==> config.mk <==
export PLATFORM = sky130hd
export DESIGN_NAME = hcdd_cfg
export DESIGN_NICKNAME = d
export VERILOG_FILES = /design/src/rtl/hue_colorized_depth_decode_top_macros.svh /design/src/rtl/hcdd_pkg.sv /design/src/rtl/hcdd_cfg.sv
export SDC_FILE = /design/constraint.sdc
export NUM_CORES = 1
export LEC_CHECK = 0
export BUFFER_PORTS_ARGS = -buffer_cell sky130_fd_sc_hd__buf_2
export CORE_MARGIN = 3
export CORE_UTILIZATION = 41
export CTS_BUF_LIST = sky130_fd_sc_hd__clkbuf_8 sky130_fd_sc_hd__clkbuf_16
export DETAILED_ROUTE_END_ITERATION = 16
export PLACE_DENSITY = 0.79
export SLEW_MARGIN = 10
export SYNTH_ARGS = -nofsm -noshare
export SYNTH_HDL_FRONTEND = slang
export SYNTH_SLANG_ARGS = --single-unit
==> constraint.sdc <==
create_clock -name clk -period 1.1 [get_ports clk]
set_input_delay 0.11 -clock clk [delete_from_list [all_inputs] [get_ports clk]]
set_output_delay 0.11 -clock clk [all_outputs]
set_load 0.02 [all_outputs]
==> src/rtl/hue_colorized_depth_decode_top_macros.svh <==
// Assertion macros for the hue depth decoder.
// Used by the top level; no other dependencies.
`ifndef HUE_COLORIZED_DEPTH_DECODE_TOP_MACROS_SVH
`define HUE_COLORIZED_DEPTH_DECODE_TOP_MACROS_SVH
`ifndef SYNTHESIS
`define HCDD_ASSERT_IMPL(lbl, clk, rst_n, ante, cons) \
    lbl: assert property (@(posedge clk) disable iff (!rst_n) (ante) |-> (cons)) \
        else $error("assertion failed");
`define HCDD_ASSERT_NEVER(lbl, clk, rst_n, expr) \
    lbl: assert property (@(posedge clk) disable iff (!rst_n) !(expr)) \
        else $error("assertion failed");
`else
`define HCDD_ASSERT_IMPL(lbl, clk, rst_n, ante, cons)
`define HCDD_ASSERT_NEVER(lbl, clk, rst_n, expr)
`endif
`endif

==> src/rtl/hcdd_pkg.sv <==
// Shared constants and types for the hue depth decoder.
// No dependencies.
`timescale 1ns / 1ps
package hcdd_pkg;
    localparam logic [10:0] HUE_SPAN       = 11'd1529;
    localparam logic [10:0] HUE_GREEN_BASE = 11'd510;
    localparam logic [10:0] HUE_BLUE_BASE  = 11'd1020;
    localparam logic [9:0]  DARK_LIMIT     = 10'd128;
    localparam logic [16:0] NEAR_OFFSET_MM = 17'd100;
    localparam logic [9:0]  MM_TO_UM       = 10'd1000;
    localparam int NUM_W = 55;
    localparam int DEN_W = 46;
    localparam int Q_W   = 16;
    localparam int CMP_W = DEN_W + Q_W;

    localparam logic [3:0] ADDR_MODE = 4'd0;
    localparam logic [3:0] ADDR_MIN  = 4'd4;
    localparam logic [3:0] ADDR_MAX  = 4'd8;
    localparam logic [3:0] ADDR_UNIT = 4'd12;

    localparam logic MODE_DEPTH     = 1'b0;
    localparam logic MODE_DISPARITY = 1'b1;

    typedef struct packed {
        logic        mode;
        logic [15:0] min_mm;
        logic [15:0] max_mm;
        logic [15:0] unit_um;
    } cfg_t;
endpackage

==> src/rtl/hcdd_cfg.sv <==
// APB register file holding the decoder configuration.
// Depends on hcdd_pkg.
`timescale 1ns / 1ps
module hcdd_cfg (
    input  logic              clk,
    input  logic              rst_n,
    input  logic              psel,
    input  logic              penable,
    input  logic              pwrite,
    input  logic [3:0]        paddr,
    input  logic [31:0]       pwdata,
    output logic [31:0]       prdata,
    output logic              pready,
    output hcdd_pkg::cfg_t    cfg
);
    import hcdd_pkg::*;

    cfg_t cfg_reg;
    logic wr_en;

    assign pready = 1'b1;
    assign wr_en  = psel && penable && pwrite;
    assign cfg    = cfg_reg;

    always_ff @(posedge clk or negedge rst_n)
    begin
        if (!rst_n)
        begin
            cfg_reg.mode    <= MODE_DISPARITY;
            cfg_reg.min_mm  <= 16'd290;
            cfg_reg.max_mm  <= 16'd10000;
            cfg_reg.unit_um <= 16'd1000;
        end
        else if (wr_en)
        begin
            case (paddr)
                ADDR_MODE: cfg_reg.mode    <= pwdata[0];
                ADDR_MIN:  cfg_reg.min_mm  <= pwdata[15:0];
                ADDR_MAX:  cfg_reg.max_mm  <= pwdata[15:0];
                ADDR_UNIT: cfg_reg.unit_um <= pwdata[15:0];
                default:   ;
            endcase
        end
    end

    always_comb
    begin
        case (paddr)
            ADDR_MODE: prdata = {31'd0, cfg_reg.mode};
            ADDR_MIN:  prdata = {16'd0, cfg_reg.min_mm};
            ADDR_MAX:  prdata = {16'd0, cfg_reg.max_mm};
            ADDR_UNIT: prdata = {16'd0, cfg_reg.unit_um};
            default:   prdata = 32'd0;
        endcase
    end
endmodule

# Word-level counts from Yosys, hierarchy flattened
# Cells that the tools add are included.
dict set report word_totals {
  reg_bits 49
  input_bits 41
}
dict set report classes {
  n_mux 1
  n_eq_ne 3
  n_reduce_logical 7
}
# operator n
set op_table {}
lappend op_table {{case mux 16 bit (4 select lines)} 1}
lappend op_table {{equality test 4 bit, second input constant} 2}
lappend op_table {{AND reduction 2 bit} 4}
lappend op_table {{equality test 4 x 3 -> 1 bit, second input constant} 1}
lappend op_table {{zero test 4 bit} 1}
lappend op_table {{logical AND 1 bit} 2}

# Longest topological paths before layout
dict set report logic_depth {
  word_depth 3
  mapped_depth 6
}

# Worst setup path before layout
# Ideal clock, no wire load.
dict set report synth_path {
  path_type {input to register}
  from {input paddr[1]}
  to {register cfg_reg, in the netlist cfg[32]}
  setup_slack_ns -0.452
  arrival_ns 1.427
  setup_ns 0.125
  path_stages 5
  cell_sequence {or2_1 > buf_6 > nor4b_4 > buf_6 > mux2_2}
}
dict set report synth_between {
  elab_chain_cells 2
}
# element line
set synth_rtl {}
lappend synth_rtl {{from (decl)} hcdd_cfg.sv:10} ;# input logic [3:0] paddr,
lappend synth_rtl {{equality test 4 x 3 -> 1 bit} hcdd_cfg.sv:36} ;# case (paddr)
lappend synth_rtl {{AND reduction 2 bit (no line)} -}
lappend synth_rtl {{to (decl)} hcdd_cfg.sv:18} ;# cfg_t cfg_reg;
# Every way passes these cells.
# A chain may end at the register's enable or synchronous reset.

# Worst setup path after layout
dict set report layout_path {
  from {register cfg_reg, in the netlist cfg[16]}
  to {output prdata[0]}
}
dict set report layout_between {
  elab_chain_cells 1
}
# element line
set layout_rtl {}
lappend layout_rtl {{case mux 16 bit (4 select lines)} hcdd_cfg.sv:48} ;# case (paddr)
lappend layout_rtl {{to (decl)} hcdd_cfg.sv:12} ;# output logic [31:0] prdata,
# Every way passes these cells.

==> flow_metrics.tcl <==
set metrics [dict create \
    status "complete, but fails checks" \
    violations "setup timing" \
    drc 0 \
    start_util_pct 43.6 \
    syn_area_mm2 0.00246 \
    crit_slowest_cell "mux4_2" \
    cts_buffers 5 \
    required_ns 0.99 \
    core_area_mm2 0.00564 \
    grt_overflow 0 \
    power_frac_seq_pct 38.7 \
    p_clk_share_pct 22.7 \
    vias 2072 \
    ant_nets 0 \
    clkLatencyLatePin_ns 0.30 \
    yosysWarnings 0 \
    yosys-top-cells-area "dfrtp_1 (35%), mux2_2 (29%), dfstp_2 (16%)" \
    fillers 347 \
    synth_mux_area_share_pct 30.2 \
    finalClockSkew_ns 0 \
    finalHoldViolations 0 \
    dieWidth_um 83.5 \
    h-tree-depth 2 \
    largest_reg_flops 49 \
    cpPeakStageDelay_ns 0.47 \
    ys_seq_area_share_pct 50.6 \
    total_power_mw 5.93 \
    cts_tree "done" \
    synthSimpleGateAreaFrac_pct 6.15 \
    cp.arrival_ns 1.44 \
    nets 379 \
    synth_top_area_share_pct 34.6 \
    grt_max_degree 50 \
    final_util_pct 77.5 \
    period_minus_slack_ns 1.55 \
    worstSetupStartpointType "register" \
    wl_per_cell_um 19.0 \
    dieArea_mm2 0.00696 \
    synth_top_family_by_area "multiplexers" \
    post_route_cells_drive_above_1_share_pct 82.3 \
    dp_cells 385 \
    cts-root-buf "clkbuf_8" \
    switching_share_pct 30.2 \
    grt_use_total_pct 20.8 \
    holdPathStages 2 \
    ys_ff_latch 49 \
    worstPathCellList "mux4_2 -> nor2b_4 -> buf_6" \
    clock_sinks 49 \
    syn-instance-count 186 \
    yosys.area_share.adder_pct 0 \
    max_freq_mhz 647 \
    combPwrFrac_pct 38.6 \
    synth_compound_area_share_pct 4.58 \
    yosysUniqueCellTypes 21 \
    crit_path_end_kind "primary output" \
    antenna_found_initial 0 \
    switching_power_mw 1.79 \
    port_buffers 89 \
    routed_via_density 5.04 \
    p_per_area_mw_per_mm2 1360 \
    internal_power_mw 4.14 \
    holdCritPathClass "in2reg" \
    place_congestion 0.826 \
    antennaDiodeCount 0 \
    worst-r2r-setup-slack_ns -0.01 \
    cap_violations 0 \
    cts_buffer_depth 2 \
    io_pins 123 \
    setup_ws_ns -0.446 \
    setup_viol 47 \
    areaGrowthSynthToFinish_pct 77.7 \
    clkSlewWorstSetupHoldPaths_ns 0.10 \
    totalWireLength_mm 7.83 \
    grt_pass1_wl_mm 11.5 \
    grt_setup_unrepaired "true" \
    dr.first_iter.drc_count 72 \
    finalNonFillerCells 411 \
    die_y_um 83.5 \
    criticalPathCategory "reg2out" \
    fin_crit_sh_pct 141 \
    dp_hpwl_mm 4.76 \
    cp_max_fo 2 \
    syn-mean-instance-area_um2 13.2 \
    reg2regPathDepth 4 \
    firstDrtPassIters 4 \
    synth_area_leader_cell "dfrtp_1" \
    grt_pass1_vias 2115 \
    ir_drop_uv 852 \
    synth_xor_area_share_pct 0 \
    leakage_nw 2.11 \
    slew_violations 0 \
    rows 27 \
]
-- placed cells by master (no fill, tap or decap), drive strengths merged --
cell	instances
nor4	1
nor2b	2
dlygate4sd3	1
nand2	1
dfstp	15
nor3b	1
nand3	2
a22oi	15
clkinvlp	1
or2	1
nor4b	1
mux4	1
and4	1
nor3	1
dfrtp	34
nor2	15
mux2	64
clkbuf	6
buf	158
conb	17
bufinv	1
-- through the flow --
step                setup slack, ns  hold slack [ns]  setup TNS (ns)  area [um2]
floorplan                    -0.411           -0.186          -12.20        2750
global placement             -0.376            0.118          -18.42        3490
detailed placement           -0.430            0.120          -19.90        3490
CTS                          -0.428           0.0635           -6.41        4110
global route                 -0.485           0.0680           -8.55        4370
finish                       -0.446           0.0738           -6.98        4370
-- cell usage after synthesis (all sizes together) --
cell    number
mux2        64
dfrtp       34
buf         26
a22oi       15
dfstp       15
nor2        15
clkbuf       3
conb         2
nand3        2
nor2b        2
and4         1
mux4         1
nand2        1
nor3         1
nor3b        1
nor4         1
nor4b        1
or2          1
-- area by class of cell --
type / count / area, um2 / area share, %
Clock inverter: 2 / 37.5 / 0.859
Clock buffer: 6 / 82.6 / 1.89
Multi-Input combinational cell: 123 / 1440 / 32.9
Timing Repair Buffer: 159 / 1480 / 33.8
Tap cell: 72 / 90.1 / 2.06
Sequential cell: 49 / 1250 / 28.5
-- cell families after synthesis --
group,count (synthesis)
flip-flops,49
AO/OA/AOI/OAI,15
AND/OR/NAND/NOR,26
other,2
multiplexers,65
buffers and inverters,29
-- critical path: cells and delay by family, from the launching register on --
family | cells | cell delay (ns)
multiplexers | 1 | 0.47
flip-flops | 1 | 0.40
AND/OR/NAND/NOR | 1 | 0.14
buffers and inverters | 1 | 0.13
-- per-layer routing --
layer	part of all wire, %	global-route usage (%)
met1	42	27.5
met4	0.29	4.09
met5	0	0
met2	52	34.8
met3	6.2	5.63
-- worst paths after layout --
path                                     startpoint                  end
worst max-delay path            cfg[16]$_DFFE_PN0P_            prdata[0]
worst min-delay path                      pwdata[4]  cfg[20]$_DFFE_PN1P_
worst max register to register   cfg[0]$_DFFE_PN0P_   cfg[0]$_DFFE_PN0P_
worst min register to register  cfg[27]$_DFFE_PN0P_  cfg[27]$_DFFE_PN0P_
max in group asynchronous                     rst_n  cfg[29]$_DFFE_PN1P_
min in group asynchronous                     rst_n  cfg[22]$_DFFE_PN0P_
-- timing repair --
item                                    CTS  global route
setup buffers                             8            23
gates resized for setup                 116            66
endpoints found under the setup margin   67            73
hold buffers                              1             0
gates cloned                              2             0
hold endpoints to repair                 34             0
pin swaps                                 6             7
-- power by group through the flow --
stage | Sequential (mW) | Combinational [mW] | Clock (mW)
5_1_grt | 2.32 | 2.41 | 1.46
3_3_place_gp | 2.26 | 1.65 | 0
6_report | 2.30 | 2.29 | 1.35
4_1_cts | 2.27 | 2.04 | 1.37
2_1_floorplan | 2.59 | 0.674 | 0
3_5_place_dp | 2.28 | 1.67 | 0
No activity file was read; power rests on OpenSTA's default activity.
