$ cat src/rtl/hue_colorized_depth_decode_top_macros.svh
// Assertion macros for the hue depth decoder.
// Used by the top level; no other dependencies.
`ifndef HUE_COLORIZED_DEPTH_DECODE_TOP_MACROS_SVH
`define HUE_COLORIZED_DEPTH_DECODE_TOP_MACROS_SVH
`ifndef SYNTHESIS
`define HCDD_ASSERT_IMPL(lbl, clk, rst_n, ante, cons) \
    lbl: assert property (@(posedge clk) disable iff (!rst_n) (ante) |-> (cons)) \
        else $error("assertion failed");
`define HCDD_ASSERT_NEVER(lbl, clk, rst_n, expr) \
    lbl: assert property (@(posedge clk) disable iff (!rst_n) !(expr)) \
        else $error("assertion failed");
`else
`define HCDD_ASSERT_IMPL(lbl, clk, rst_n, ante, cons)
`define HCDD_ASSERT_NEVER(lbl, clk, rst_n, expr)
`endif
`endif

$ cat src/rtl/hcdd_pkg.sv
// Shared constants and types for the hue depth decoder.
// No dependencies.
`timescale 1ns / 1ps
package hcdd_pkg;
    localparam logic [10:0] HUE_SPAN       = 11'd1529;
    localparam logic [10:0] HUE_GREEN_BASE = 11'd510;
    localparam logic [10:0] HUE_BLUE_BASE  = 11'd1020;
    localparam logic [9:0]  DARK_LIMIT     = 10'd128;
    localparam logic [16:0] NEAR_OFFSET_MM = 17'd100;
    localparam logic [9:0]  MM_TO_UM       = 10'd1000;
    localparam int NUM_W = 55;
    localparam int DEN_W = 46;
    localparam int Q_W   = 16;
    localparam int CMP_W = DEN_W + Q_W;

    localparam logic [3:0] ADDR_MODE = 4'd0;
    localparam logic [3:0] ADDR_MIN  = 4'd4;
    localparam logic [3:0] ADDR_MAX  = 4'd8;
    localparam logic [3:0] ADDR_UNIT = 4'd12;

    localparam logic MODE_DEPTH     = 1'b0;
    localparam logic MODE_DISPARITY = 1'b1;

    typedef struct packed {
        logic        mode;
        logic [15:0] min_mm;
        logic [15:0] max_mm;
        logic [15:0] unit_um;
    } cfg_t;
endpackage

$ cat src/rtl/hcdd_div.sv
// Pipelined restoring divider, one quotient bit per stage, with overflow clamp.
// Depends on hcdd_pkg.
`timescale 1ns / 1ps
module hcdd_div (
    input  logic                       clk,
    input  logic                       rst_n,
    input  logic                       in_vld,
    input  logic [10:0]                in_code,
    input  logic [hcdd_pkg::NUM_W-1:0] dividend,
    input  logic [hcdd_pkg::DEN_W-1:0] divisor,
    output logic                       out_vld,
    output logic [10:0]                out_code,
    output logic [15:0]                out_depth,
    output logic                       out_clamped
);
    import hcdd_pkg::*;

    localparam int NS = Q_W + 1;

    logic             vld_reg  [NS];
    logic [10:0]      code_reg [NS];
    logic [NUM_W-1:0] rem_reg  [NS];
    logic [NUM_W-1:0] rem_next [NS];
    logic [DEN_W-1:0] d_reg    [NS];
    logic [Q_W-1:0]   q_reg    [NS];
    logic [Q_W-1:0]   q_next   [NS];
    logic             ovf_reg  [NS];
    logic             ovf0_next;

    // quotient above 16 bits saturates
    assign ovf0_next = CMP_W'(dividend) >= {divisor, {Q_W{1'b0}}};

    always_comb
    begin
        rem_next[0] = dividend;
        q_next[0]   = '0;
        for (int j = 1; j < NS; j++)
        begin
            rem_next[j] = rem_reg[j-1];
            q_next[j]   = q_reg[j-1];
            if (CMP_W'(rem_reg[j-1]) >= (CMP_W'(d_reg[j-1]) << (Q_W - j)))
            begin
                rem_next[j] = NUM_W'(CMP_W'(rem_reg[j-1])
                              - (CMP_W'(d_reg[j-1]) << (Q_W - j)));
                q_next[j][Q_W-j] = 1'b1;
            end
        end
    end

    always_ff @(posedge clk or negedge rst_n)
    begin
        if (!rst_n)
        begin
            for (int j = 0; j < NS; j++)
                vld_reg[j] <= 1'b0;
        end
        else
        begin
            vld_reg[0] <= in_vld;
            for (int j = 1; j < NS; j++)
                vld_reg[j] <= vld_reg[j-1];
        end
    end

    always_ff @(posedge clk)
    begin
        code_reg[0] <= in_code;
        d_reg[0]    <= divisor;
        ovf_reg[0]  <= ovf0_next;
        for (int j = 0; j < NS; j++)
        begin
            rem_reg[j] <= rem_next[j];
            q_reg[j]   <= q_next[j];
        end
        for (int j = 1; j < NS; j++)
        begin
            code_reg[j] <= code_reg[j-1];
            d_reg[j]    <= d_reg[j-1];
            ovf_reg[j]  <= ovf_reg[j-1];
        end
    end

    always_comb
    begin
        if (code_reg[NS-1] == 11'd0)
        begin
            out_depth   = 16'd0;
            out_clamped = 1'b0;
        end
        else if (ovf_reg[NS-1])
        begin
            out_depth   = 16'hFFFF;
            out_clamped = 1'b1;
        end
        else
        begin
            out_depth   = q_reg[NS-1];
            out_clamped = 1'b0;
        end
    end

    assign out_vld  = vld_reg[NS-1];
    assign out_code = code_reg[NS-1];
endmodule

$ cat config.mk
export PLATFORM = sky130hd
export DESIGN_NAME = hcdd_div
export DESIGN_NICKNAME = d
export VERILOG_FILES = /design/src/rtl/hue_colorized_depth_decode_top_macros.svh /design/src/rtl/hcdd_pkg.sv /design/src/rtl/hcdd_div.sv
export SDC_FILE = /design/constraint.sdc
export NUM_CORES = 2
export LEC_CHECK = 0
export ABC_AREA = 0
export ABC_CLOCK_PERIOD_IN_PS = 4100
export BUFFER_PORTS_ARGS = -buffer_cell sky130_fd_sc_hd__buf_2
export CORE_ASPECT_RATIO = 1.75
export CORE_MARGIN = 2
export CORE_UTILIZATION = 45
export CTS_CLUSTER_DIAMETER = 60
export DETAILED_ROUTE_END_ITERATION = 10
export SKIP_LAST_GASP = 1
export SYNTH_ARGS = -nofsm -noshare
export SYNTH_HDL_FRONTEND = slang
export SYNTH_SLANG_ARGS = --single-unit
$ cat constraint.sdc
create_clock -name clk -period 4.1 [get_ports clk]
set_clock_uncertainty 0.15 [all_clocks]
set_input_delay 0.82 -clock clk [delete_from_list [all_inputs] [get_ports clk]]
set_output_delay 0.82 -clock clk [all_outputs]
set_load 0.01 [all_outputs]
; Word level (Yosys, flattened, before mapping)
; Memory sizes are Yosys's and may differ from the RTL's.
; Cells that the tools add are included.
[word_totals]
ff_bits = 17
ramBits = 2193
inputBits = 115
out_inout_bits = 29
word_cells = 92
n_memories = 5
[classes]
n_addsub = 16
n_lt_le_gt_ge = 17
n_mux = 36
reduce_logical = 1
[mem_list]
columns = memory, words, word_bits, read_ports, rd_ports_with_merged_regs, write_ports, line
row1 = rem_reg, 17, 55, 16, 0, 17, hcdd_div.sv:22  ; logic [NUM_W-1:0] rem_reg [NS];
row2 = d_reg, 17, 46, 16, 0, 17, hcdd_div.sv:24  ; logic [DEN_W-1:0] d_reg [NS];
row3 = q_reg, 17, 16, 17, 0, 17, hcdd_div.sv:25  ; logic [Q_W-1:0] q_reg [NS];
row4 = code_reg, 17, 11, 17, 0, 17, hcdd_div.sv:21  ; logic [10:0] code_reg [NS];
row5 = ovf_reg, 17, 1, 17, 0, 17, hcdd_div.sv:27  ; logic ovf_reg [NS];
[ops]
columns = op, n
row1 = 2-to-1 mux 55 bit, 16
row2 = subtractor 55 bit, 7
row3 = greater-or-equal comparator 55 x 62 -> 1 bit, 1
row4 = greater-or-equal comparator 55 x 61 -> 1 bit, 1
row5 = greater-or-equal comparator 55 x 60 -> 1 bit, 1
row6 = greater-or-equal comparator 55 x 59 -> 1 bit, 1
row7 = greater-or-equal comparator 55 x 58 -> 1 bit, 1
row8 = greater-or-equal comparator 55 x 57 -> 1 bit, 1
row9 = greater-or-equal comparator 55 x 56 -> 1 bit, 1
row10 = greater-or-equal comparator 55 x 46 -> 1 bit, 1
row11 = greater-or-equal comparator 55 x 47 -> 1 bit, 1
row12 = greater-or-equal comparator 55 x 48 -> 1 bit, 1
row13 = greater-or-equal comparator 55 x 49 -> 1 bit, 1
row14 = greater-or-equal comparator 55 x 50 -> 1 bit, 1
row15 = greater-or-equal comparator 55 x 51 -> 1 bit, 1
row16 = greater-or-equal comparator 55 x 52 -> 1 bit, 1
row17 = greater-or-equal comparator 55 x 53 -> 1 bit, 1
row18 = greater-or-equal comparator 55 x 54 -> 1 bit, 1
row19 = greater-or-equal comparator 55 bit, 1
row20 = subtractor 55 x 46 -> 55 bit, 1
row21 = subtractor 55 x 47 -> 55 bit, 1
row22 = subtractor 55 x 48 -> 55 bit, 1
row23 = subtractor 55 x 49 -> 55 bit, 1
row24 = subtractor 55 x 50 -> 55 bit, 1
row25 = other kinds (7), 25

; Logic depth before layout (Yosys ltp)
; An unclocked memory read counts as a cell.
[depth]
ltp_word = 3
mapped_depth = 18
depth_no_buf = 16

; Worst setup path before layout
; No wires, ideal clock.
[synth_path]
path_kind = register -> register
start = mem rem_reg[5][10] (netlist: rem_reg[0][285])
end = mem rem_reg[6][46] (netlist: rem_reg[0][376])
setup_ps = 121
arrival_time_ps = 3507
t_required_ps = 3829
setup_slack_ps = 323
path_stages_with_launch = 18
path_buffers = 1
synth_period_minus_slack_ps = 3777
cell_sequence = dfxtp_1 -> inv_1 -> ha_1 -> inv_1 -> fa_1 -> a211oi_1 -> nor2_1 -> o21ai_0 -> a21oi_1 -> o31ai_1 -> o21ai_2 -> a21oi_1 -> o41ai_2 -> nor3_1 -> nor4b_1 -> nor2_2 -> buf_6 -> mux2_2
[synth_rtl]
columns = item, line
row1 = from (decl), hcdd_div.sv:22

==> flow_metrics.tcl <==
set metrics [dict create \
    drt_iter0_drc 2285 \
    die-area_sq_um 199000 \
    io_pins 144 \
    max_slew_margin 0.248 \
    ys_ff_latch 1973 \
    maxSlewViolCount 0 \
    violations "negative setup slack" \
    multi_input_area_sq_um 45200 \
    met2_usage 0.496 \
    synth-edff-count 0 \
    endpoint_kind "register" \
    antenna_left 0 \
    synth_compound_area_frac 0.180 \
    rrSetupSlack_ns -0.05 \
    finalSetupViolCount 25 \
    grt_max_degree 46 \
    synthCells 9405 \
    whs_ns 0.167 \
    cts_tree "done" \
    final_hold_viol_count 0 \
    use_met1 0.177 \
    cts.htree.levels 4 \
    drive_gt1_frac 0.170 \
    synth-adder-area-share 0.111 \
    worst_slack_ns -0.0515 \
    finish.utilization 0.550 \
    post-route-period-util 1.01 \
    synthDistinctLibCells 95 \
    clock-root-buffer "clkbuf_16" \
    ys_seq_area_frac 0.450 \
    fillCellCount 17478 \
    grt_pass1_wl_microns 369000 \
    peakVddDrop_v 0.000339 \
    first_pass_iters 5 \
    synthFlopType "dfxtp_1" \
    cts_buffers 191 \
    clock.fmax_mhz 241 \
    powerDensity_nw_per_um2 726 \
    dp.final_hpwl_microns 192000 \
    tightest_slew_ns 1.12 \
    cp_max_fo 23 \
    final_cell_mix "1943 x dfxtp_1, 922 x inv_1, 889 x a21oi_1, 760 x buf_4, 738 x ha_1" \
    worstSetupPathType "reg -> reg" \
    dieWidth_microns 338 \
    core-area_sq_um 194000 \
    regArea_sq_um 39600 \
    r2r_end "rem_reg[0][144]$_DFF_P_" \
    syn_nets 10289 \
    clk_path_buf_depth 4 \
    cp-start-kind "register" \
    vias_per_cell 5.21 \
    syn_area_sq_um 88000 \
    worstSetupEndpoint "rem_reg[0][144]$_DFF_P_" \
    final_common_cell "dfxtp_1" \
    wl_microns 244000 \
    drc 0 \
    status "finished with violations" \
    worst_r2r_startpoint "rem_reg[0][69]$_DFF_P_" \
    maxCapViolations 0 \
    clock-sinks 1973 \
    worstPathArrival_ns 4.70 \
    clk_pin_slew_worst_paths_ns 0.07 \
    io_buffers 143 \
    worstPathRequired_ns 4.65 \
    cp-startpoint "rem_reg[0][69]$_DFF_P_" \
    num-nets-final 11306 \
    largest_register_ffs 880 \
    syn2layout_area_growth_pct 21.4 \
    track_usage 0.234 \
    synth_top_family_by_area "compound AO/OA/AOI/OAI gates" \
    worstRegToRegCells 15 \
    yosys.area_share.xor_xnor 0.0623 \
    period_needed_ns 4.15 \
    grt_pass1_vias 72800 \
    rsz0062_at_grt "yes" \
    die_h_microns 589 \
    synth_mux_area_frac 0.0327 \
    met3_usage 0.0218 \
    cellLeakagePower_nw 50.0 \
    synth-simple-area-share 0.111 \
    gp_congestion 0.990 \
    grt_overflow 0 \
    start_util 0.453 \
    grt-busiest-layer "met2" \
    ys_async_sr_fraction 0.00862 \
    antenna_found_initial 4 \
    wl_per_cell_microns 18.5 \
    avgSynthCellArea_sq_um 9.36 \
    holdCritStartpoint "d_reg[0][283]$_DFF_P_" \
    vias 68584 \
    rows 214 \
    min_path_type "reg -> reg" \
    yosys_warnings 0 \
    clk-insertion-delay-late_ns 0.85 \
]
synthesized netlist by cell type, drive strengths merged, types with 56 or more instances:
| master | instances | area (sq um) |
|---|---|---|
| xor2 | 264 | 2310 |
| buf | 76 | 454 |
| inv | 928 | 3480 |
| nand2 | 611 | 2290 |
| o21ai | 573 | 2880 |
| o31ai | 59 | 458 |
| a21oi | 918 | 4600 |
| clkbuf | 188 | 706 |
| ha | 754 | 9430 |
| a21o | 438 | 3290 |
| nand2b | 96 | 601 |
| dfxtp | 1956 | 39200 |
| nor3 | 94 | 470 |
| mux2 | 236 | 2770 |
| o21bai | 91 | 691 |
| nand4 | 167 | 1040 |
| nor4 | 56 | 350 |
| xnor2 | 362 | 3170 |
| a31oi | 65 | 407 |
| o21a | 91 | 683 |
| nor2 | 523 | 1970 |
| nand3 | 137 | 686 |
| a211oi | 56 | 420 |
| and3 | 76 | 475 |
| nor2b | 105 | 657 |
logic make-up (layout without fill, tap and decap cells):
| logic type | after synthesis | count (layout) |
|---|---|---|
| xor gates and xnor gates | 626 | 626 |
| DFF | 1973 | 1973 |
| buffers and inverters | 1192 | 2355 |
| muxes | 247 | 247 |
| other | 0 | 15 |
| adders and majority gates | 769 | 769 |
| AOI/OAI and AO/OA | 2563 | 2564 |
| and+or+nand+nor | 2035 | 2035 |
per-stage QoR:
stage	std cells	setup slack [ns]	area [sq um]	setup TNS (ns)	power, W
4_1_cts	13120	-0.0672	105000	-0.722	0.0770
5_1_grt	13176	-0.162	107000	-5.84	0.0826
3_3_place_gp	12637	-0.638	96900	-66.77	0.0578
2_1_floorplan	9405	0.323	88000	0	0.0472
6_report	13176	-0.0515	107000	-0.898	0.0776
3_5_place_dp	12637	-0.676	96900	-83.54	0.0583
worst max-delay path, stage by stage, from the launching register on:
cell	delay, ns
dfxtp_2	0.31
inv_2	0.07
ha_4	0.13
inv_2	0.03
fa_2	0.37
a211o_4	0.37
a211o_4	0.37
a2111oi_4	0.29
buf_4	0.19
o21bai_4	0.11
nand2_2	0.07
nand4_1	0.23
o221a_1	0.33
o31a_4	0.38
buf_12	0.20
mux2_4	0.32
power by group:
part           leakage (nW)  total, W  internal (W)  switching (W)
Clock                  3.15    0.0179        0.0106        0.00732
Sequential             16.7    0.0252        0.0230        0.00213
Combinational          30.1    0.0346        0.0159         0.0186
final cells by class:
cell class / instances / area share
Inverter: 928 / 0.0326
Sequential cell: 1973 / 0.370
Antenna cell: 15 / 0.000351
Timing Repair Buffer: 1087 / 0.0828
Clock inverter: 70 / 0.00856
Tap cell: 2592 / 0.0303
Multi-Input combinational cell: 6241 / 0.423
Clock buffer: 270 / 0.0516
worst min-delay path by stage:
stage / end / cells past startpoint
2_1_floorplan: code_reg[10][0]$_DFF_P_ / 0
3_3_place_gp: code_reg[6][5]$_DFF_P_ / 0
3_5_place_dp: code_reg[4][9]$_DFF_P_ / 0
4_1_cts: d_reg[0][329]$_DFF_P_ / 0
5_1_grt: q_reg[0][222]$_DFF_P_ / 0
6_report: d_reg[0][329]$_DFF_P_ / 0
layer usage:
metal	up-vias	wire, microns	share of wire
li1	34651	-	-
met1	31908	72200	0.30
met2	1224	141000	0.58
met3	801	4920	0.020
met4	0	25400	0.10
met5	-	0	0
what timing repair did:
action / in CTS / in global routing
buffers inserted: 25 / 34
hold buffers: 114 / 0
gates cloned: 8 / 15
pin swaps: 45 / 90
endpoints found under the setup margin: 520 / 475
hold endpoints to repair: 130 / 0
resized for setup: 125 / 209
No activity file was read; power rests on OpenSTA's default activity.
