File: src/rtl/hue_colorized_depth_decode_top_macros.svh
// Assertion macros for the hue depth decoder.
// Used by the top level; no other dependencies.
`ifndef HUE_COLORIZED_DEPTH_DECODE_TOP_MACROS_SVH
`define HUE_COLORIZED_DEPTH_DECODE_TOP_MACROS_SVH
`ifndef SYNTHESIS
`define HCDD_ASSERT_IMPL(lbl, clk, rst_n, ante, cons) \
    lbl: assert property (@(posedge clk) disable iff (!rst_n) (ante) |-> (cons)) \
        else $error("assertion failed");
`define HCDD_ASSERT_NEVER(lbl, clk, rst_n, expr) \
    lbl: assert property (@(posedge clk) disable iff (!rst_n) !(expr)) \
        else $error("assertion failed");
`else
`define HCDD_ASSERT_IMPL(lbl, clk, rst_n, ante, cons)
`define HCDD_ASSERT_NEVER(lbl, clk, rst_n, expr)
`endif
`endif

File: src/rtl/hcdd_pkg.sv
// Shared constants and types for the hue depth decoder.
// No dependencies.
`timescale 1ns / 1ps
package hcdd_pkg;
    localparam logic [10:0] HUE_SPAN       = 11'd1529;
    localparam logic [10:0] HUE_GREEN_BASE = 11'd510;
    localparam logic [10:0] HUE_BLUE_BASE  = 11'd1020;
    localparam logic [9:0]  DARK_LIMIT     = 10'd128;
    localparam logic [16:0] NEAR_OFFSET_MM = 17'd100;
    localparam logic [9:0]  MM_TO_UM       = 10'd1000;
    localparam int NUM_W = 55;
    localparam int DEN_W = 46;
    localparam int Q_W   = 16;
    localparam int CMP_W = DEN_W + Q_W;

    localparam logic [3:0] ADDR_MODE = 4'd0;
    localparam logic [3:0] ADDR_MIN  = 4'd4;
    localparam logic [3:0] ADDR_MAX  = 4'd8;
    localparam logic [3:0] ADDR_UNIT = 4'd12;

    localparam logic MODE_DEPTH     = 1'b0;
    localparam logic MODE_DISPARITY = 1'b1;

    typedef struct packed {
        logic        mode;
        logic [15:0] min_mm;
        logic [15:0] max_mm;
        logic [15:0] unit_um;
    } cfg_t;
endpackage

File: src/rtl/hcdd_ratio.sv
// Four stages that build the rounded-division operands from the code.
// Depends on hcdd_pkg.
`timescale 1ns / 1ps
module hcdd_ratio (
    input  logic                      clk,
    input  logic                      rst_n,
    input  hcdd_pkg::cfg_t            cfg,
    input  logic                      in_vld,
    input  logic [10:0]               in_code,
    output logic                      out_vld,
    output logic [10:0]               out_code,
    output logic [hcdd_pkg::NUM_W-1:0] dividend,
    output logic [hcdd_pkg::DEN_W-1:0] divisor
);
    import hcdd_pkg::*;

    logic [3:0]  vld_reg;
    logic [10:0] code2_reg, code3_reg, code4_reg, code5_reg;
    logic [16:0] p;
    logic [15:0] unit;
    logic [10:0] kc;

    logic [27:0] m1_reg, m1_next;
    logic [26:0] m2_reg, m2_next;
    logic [32:0] pq_reg, pq_next;
    logic [28:0] s_reg, s_next;
    logic [43:0] pqk_reg, pqk_next;
    logic [52:0] num_reg, num_next;
    logic [44:0] den_reg, den_next;
    logic [NUM_W-1:0] n_reg, n_next;
    logic [DEN_W-1:0] d_reg, d_next;

    assign p    = {1'b0, cfg.min_mm} + NEAR_OFFSET_MM;
    assign unit = (cfg.unit_um == 16'd0) ? 16'd1 : cfg.unit_um;
    assign kc   = HUE_SPAN - in_code;

    always_comb
    begin
        m1_next  = (cfg.mode == MODE_DISPARITY) ? (28'(p) * 28'(kc))
                                                : (28'(cfg.min_mm) * 28'(kc));
        m2_next  = 27'(cfg.max_mm) * 27'(in_code);
        pq_next  = 33'(p) * 33'(cfg.max_mm);
        s_next   = 29'(m1_reg) + 29'(m2_reg);
        pqk_next = 44'(pq_reg) * 44'(HUE_SPAN);
        if (cfg.mode == MODE_DISPARITY)
        begin
            num_next = 53'(pqk_reg) * 53'(MM_TO_UM);
            den_next = 45'(s_reg) * 45'(unit);
        end
        else
        begin
            num_next = 53'(s_reg) * 53'(MM_TO_UM);
            den_next = 45'(HUE_SPAN) * 45'(unit);
        end
        // floor(num/den + 1/2) = floor((2*num + den) / (2*den))
        n_next = {{(NUM_W-54){1'b0}}, num_reg, 1'b0} + {{(NUM_W-45){1'b0}}, den_reg};
        d_next = {den_reg, 1'b0};
    end

    always_ff @(posedge clk or negedge rst_n)
    begin
        if (!rst_n)
            vld_reg <= 4'd0;
        else
            vld_reg <= {vld_reg[2:0], in_vld};
    end

    always_ff @(posedge clk)
    begin
        m1_reg    <= m1_next;
        m2_reg    <= m2_next;
        pq_reg    <= pq_next;
        code2_reg <= in_code;
        s_reg     <= s_next;
        pqk_reg   <= pqk_next;
        code3_reg <= code2_reg;
        num_reg   <= num_next;
        den_reg   <= den_next;
        code4_reg <= code3_reg;
        n_reg     <= n_next;
        d_reg     <= d_next;
        code5_reg <= code4_reg;
    end

    assign out_vld  = vld_reg[3];
    assign out_code = code5_reg;
    assign dividend = n_reg;
    assign divisor  = d_reg;
endmodule

File: config.mk
export PLATFORM = sky130hd
export DESIGN_NAME = hcdd_ratio
export DESIGN_NICKNAME = d
export VERILOG_FILES = /design/src/rtl/hue_colorized_depth_decode_top_macros.svh /design/src/rtl/hcdd_pkg.sv /design/src/rtl/hcdd_ratio.sv
export SDC_FILE = /design/constraint.sdc
export NUM_CORES = 2
export LEC_CHECK = 0
export BUFFER_PORTS_ARGS = -buffer_cell sky130_fd_sc_hd__buf_2
export CELL_PAD_IN_SITES_DETAIL_PLACEMENT = 1
export CELL_PAD_IN_SITES_GLOBAL_PLACEMENT = 1
export CORE_ASPECT_RATIO = 1.2
export CORE_UTILIZATION = 30
export DETAILED_ROUTE_END_ITERATION = 6
export GPL_ROUTABILITY_DRIVEN = 1
export HOLD_SLACK_MARGIN = 0.06
export PLACE_DENSITY = 0.54
export SLEW_MARGIN = 20
export SYNTH_ARGS = -nofsm -noshare
export SYNTH_HDL_FRONTEND = slang
export SYNTH_SLANG_ARGS = --single-unit
File: constraint.sdc
create_clock -name clk -period 6.8 [get_ports clk]
set_input_delay 0.68 -clock clk [delete_from_list [all_inputs] [get_ports clk]]
set_output_delay 0.68 -clock clk [all_outputs]
set_load 0.05 [all_outputs]
# After elaboration in Yosys (flattened, before gate mapping)
# Cells that the tools add are included.
dict set report totals {
  output_inout_bits 113
  register_bits 407
  in_bits 63
  wordCells 35
}
dict set report classes {
  muxes 4
  reduce_logical 1
  n_addsub 4
  n_mul 9
}
# operator n
set ops {}
lappend ops {{54-bit by 45-bit adder with 55-bit output} 1}
lappend ops {{16-bit by 11-bit multiplier with 27-bit output} 2}
lappend ops {{27-bit 2-to-1 mux} 2}
lappend ops {{44-bit by 7-bit multiplier with 50-bit output, second input constant} 1}
lappend ops {{29-bit by 16-bit multiplier with 45-bit output} 1}
lappend ops {{33-bit by 11-bit multiplier with 44-bit output, second input constant} 1}
lappend ops {{39-bit 2-to-1 mux} 1}
lappend ops {{29-bit by 7-bit multiplier with 36-bit output, second input constant} 1}
lappend ops {{17-bit by 16-bit multiplier with 33-bit output} 1}
lappend ops {{28-bit by 27-bit adder with 29-bit output} 1}
lappend ops {{17-bit by 11-bit multiplier with 28-bit output} 1}
lappend ops {{11-bit by 16-bit multiplier with 27-bit output, first input constant} 1}
lappend ops {{16-bit by 7-bit adder with 17-bit output, second input constant} 1}
lappend ops {{16-bit logical NOT} 1}
lappend ops {{16-bit 2-to-1 mux} 1}
lappend ops {{11-bit subtractor, first input constant} 1}

# Depth between registers and ports, before layout
dict set report depth {
  ltp_word 4
  depth_mapped 32
  mapped_depth_nobuf 30
}

# Worst setup path after synthesis
# No wires, ideal clock.
dict set report synth_timing {
  path_type {input to register}
  startpoint {input port cfg[34] (netlist bit)}
  endpoint {register pq_reg[32]}
  stages 28
  path_slack_ns -0.880
  t_required_ns 6.679
  arrival_ns 7.560
  path_cell_list {ha_1 a21oi_1 inv_1 o21ai_0 nor2_1 xor2_1 clkbuf_1 nand2_1 fa_1 inv_1 fa_1 fa_1 inv_1 fa_1 fa_1 inv_1 fa_1 ha_1 a21o_1 a21o_1 a21oi_1 a21bo_2 a21oi_1 o21ai_1 o41ai_1 a211o_1 a21oi_1 xnor2_1}
}
dict set report synth_between {
  elab_chain_len 2
}
# item line_no
set synth_rtl {}
lappend synth_rtl {{start, declared} hcdd_ratio.sv:7} ;# input hcdd_pkg::cfg_t cfg,
lappend synth_rtl {{16-bit by 7-bit adder with 17-bit output} hcdd_ratio.sv:33} ;# assign p = {1'b0, cfg.min_mm} + NEAR_OFFSET_MM;
lappend synth_rtl {{17-bit by 16-bit multiplier with 33-bit output} hcdd_ratio.sv:42} ;# pq_next = 33'(p) * 33'(cfg.max_mm);
lappend synth_rtl {{net pq_next[32]} hcdd_ratio.sv:25} ;# logic [32:0] pq_reg, pq_next;
lappend synth_rtl {{end signal, assigned} hcdd_ratio.sv:72} ;# pq_reg <= pq_next;
lappend synth_rtl {{end, declared} hcdd_ratio.sv:25}
# The timed path passes the listed nets, and every way through them passes these cells.
# A chain may end at the register's enable or synchronous reset.

# Final worst setup path
dict set report layout_timing {
  startpoint {input port cfg[12] (netlist bit)}
  endpoint {register den_reg[40]}
}
dict set report layout_between {
  elab_chain_len 3
}
# item line_no
set layout_rtl {}
lappend layout_rtl {{16-bit logical NOT} hcdd_ratio.sv:34} ;# assign unit = (cfg.unit_um == 16'd0) ? 16'd1 : cfg.unit_um;
lappend layout_rtl {{16-bit 2-to-1 mux *} hcdd_ratio.sv:34}
lappend layout_rtl {{29-bit by 16-bit multiplier with 45-bit output *} hcdd_ratio.sv:48} ;# den_next = 45'(s_reg) * 45'(unit);
lappend layout_rtl {{end signal, assigned} hcdd_ratio.sv:78} ;# den_reg <= den_next;
lappend layout_rtl {{end, declared} hcdd_ratio.sv:29} ;# logic [44:0] den_reg, den_next;
# Every way passes the cells marked *; elsewhere a longest branch is shown, timed or not.

==> reports/qor.csv <==
stage;metric;value;unit
placed_design;Port Buf Inserts;174;
global_route;first-pass GRT wire length;395000;µm
drt;WL per Instance;20.4;µm
logic_synthesis;post-synthesis cell type count;90;
worst_setup_path;Worst Path Arrival;7650;ps
floorplan;die footprint;258000;µm²
floorplan;row cnt;203;
timing;Hold Fails Final Rpt;0;
worst_setup_path;slowest stage cell, crit path;fa_2;
clock_tree;clk_lat worst skew;750;ps
timing;final cycle utilization of the critical path;104;%
timing;FMAX;142;MHz
logic_synthesis;Post-synth ARST share;1.00;%
clock_tree;clk sinks;400;
floorplan;Core Area;255000;µm²
timing;Slew @ Worst Pin;954;ps
drt;Starting DRT DRC Count;2378;
logic_synthesis;Post-synth top cells;1685 x inv_1, 1501 x fa_1, 926 x ha_1;
worst_setup_path;CP startpoint kind;input port;
timing;clk_skew;65.9;ps
finish;synthesis-to-finish area growth;17.3;%
worst_setup_path;WP data required;7410;ps
clock_tree;clk root buf;clkbuf_16;
clock_tree;Max Root-Sink Buffers;3;
finish;Final #Nets;11400;
worst_setup_path;CP dominant cell by count;fa_1;
timing;slew margin rel.;36.3;%
placed_design;HPWL after DPL;214000;µm
placed_design;Post-DP Area;87000;µm²
logic_synthesis;Post-synth EDFFs;0;
drt;Vias/cell;4.78;
global_route;vias in the first global route;67606;
logic_synthesis;Netlist Area Pre-Place;76900;µm²
drt;via count;59051;
placed_design;post-place setup slack;-1220;ps
hold_path;hold path depth;1;
logic_synthesis;Synth area leaders;fa_1 39%, ha_1 15%, dfxtp_1 10%;
worst_setup_path;Slowest Stage Delay on Critical Path;590;ps
drt;antenna-violating nets left;0;
hold_path;worst min path class;in -> reg;
timing;Final Slew Violations;0;
clock_tree;CTS tree;built;
worst_setup_path;Setup crit end kind;flop;
clock_tree;H-tree depth;2;
finish;Layout Utilization;35.4;%
hold_path;Hold Path Origin;in_code[2];
drt;WL final;252000;µm
logic_synthesis;cell with the most instances after synthesis;inv_1;
worst_setup_path;RR Startpoint;s_reg[11];
floorplan;# IOs;176;
floorplan;initial core utilization;30.2;%
logic_synthesis;Synth top area share;39.1;%
global_route;Overflow after GRT;0;
logic_synthesis;Seq/Total Area, Yosys;10.4;%
global_route;initial antenna violation count;13;
run;maxcap violations;0;
logic_synthesis;dominant cell type by area after synthesis;fa_1;
logic_synthesis;count of state elements after synthesis;400;
worst_setup_path;reg2reg end;den_reg[37];
logic_synthesis;Mapped Cells;8268;
logic_synthesis;Warnings, synthesis;0;
outcome;violations in the final reports;DRC, setup timing;
timing;unrepaired setup endpoints after global routing;true;
logic_synthesis;Post-Syn Nets;10758;
finish;share of cells above drive strength 1;14.1;%
worst_setup_path;Crit Path Max Fanout;6;
finish;final instance area;90300;µm²
outcome;outcome;finished with violations;
floorplan;chip height;557;µm
global_route;largest net degree at the start of global routing;73;
worst_setup_path;reg2reg setup slack;330;ps
placed_design;GP Congestion;0.866;
timing;Hold WS;174;ps
timing;post-layout min period;7040;ps
clock_tree;Num CTS Buffers;55;
drt;first drt pass iteration count;7;
logic_synthesis;main flop type after synthesis;dfxtp_1;
finish;number of flip-flops in the largest register;55;
drt;DRC viols;40;
logic_synthesis;Avg Cell Area, Syn;9.30;µm²
worst_setup_path;Setup CP Type;in -> reg;
worst_setup_path;R2R cell count;20;
timing;final setup margin;-241;ps
hold_path;hold endpoint;code2_reg[2];
global_route;total track usage;19.7;%
timing;final setup fails;14;
clock_tree;clk slew on worst S/H paths;70;ps
floorplan;chip width;464;µm
-- worst max-delay path, delay by kind of cell --
kind	cells	cell delay, ps
AO/OA/AOI/OAI	5	850
XOR/XNOR	1	130
adder cells (fa/ha/maj)	8	3480
buffers and inverters	10	1080
AND/OR/NAND/NOR	9	1390
-- per-layer routing --
metal	track usage, %	vias up	part of all wire, %	wire [µm]
li1	-	27067	-	-
met1	24.3	31008	42	107000
met2	36.7	726	53	133000
met3	1.47	248	2.2	5590
met4	5.17	2	2.8	7110
met5	0	-	0.0052	13
-- worst max path at each step --
stage,start,endpoint,slack [ps],depth (start not counted)
floorplan,cfg[11],den_reg[42],-450,31
global placement,cfg[11],den_reg[42],-1190,29
detailed placement,cfg[11],den_reg[42],-1220,31
CTS,cfg[11],den_reg[37],-140,28
global route,cfg[13],den_reg[40],-400,35
finish,cfg[12],den_reg[40],-240,33
-- cells in the final DEF, fill, tap and decap left out, drive strengths merged, types with 19 or more instances in the layout --
| cell type | instances |
|---|---|
| xnor2 | 226 |
| nand2b | 69 |
| a211oi | 34 |
| o21bai | 43 |
| buf | 889 |
| clkinv | 20 |
| nor3 | 54 |
| and3 | 206 |
| ha | 926 |
| and2 | 288 |
| a21o | 191 |
| a31oi | 34 |
| inv | 1692 |
| nand3 | 65 |
| o31ai | 19 |
| nor2b | 49 |
| clkbuf | 69 |
| xor2 | 131 |
| nand4 | 43 |
| o211ai | 29 |
| fa | 1501 |
| a21oi | 299 |
| dfxtp | 396 |
| o21ai | 188 |
| or3 | 20 |
| o21a | 36 |
| nand2 | 889 |
| nor2 | 299 |
-- final cells by class --
| cell class | instances | area (µm²) |
|---|---|---|
| fillers | 29392 | 165000 |
| multi-input cells | 5871 | 62800 |
| flip-flops and latches | 400 | 8030 |
| repair buffers | 894 | 6910 |
| inverters | 1688 | 6390 |
| well taps | 3382 | 4230 |
| clock buffers | 66 | 1490 |
| clock inverters | 37 | 455 |
| diodes | 3 | 7.51 |
-- stage by stage --
stage,setup TNS (ps),cells
6_report,-1850,12341
4_1_cts,-906,12319
2_1_floorplan,-4780,8268
5_1_grt,-5430,12339
3_3_place_gp,-44050,12196
3_5_place_dp,-47200,12196
-- kinds of logic after synthesis --
kind of cell	synth area share (%)
fa+ha+maj	54.1
xor+xnor	4.06
other cells	0.00487
mux	0.303
flops	10.4
simple gates	12.7
compound gates	8.63
buf+inv	9.77
-- what timing repair did --
action | CTS | global route
pin swaps | 32 | 102
setup endpoints to repair | 28 | 49
gates cloned | 3 | 3
endpoints found under the hold margin | 5 | 0
hold buffers | 2 | 0
gates resized for setup | 66 | 167
setup buffers | 15 | 19
Power is left out: the tool's default activity adds up to more than one toggle a clock period on the data nets, which glitch-free logic cannot reach.
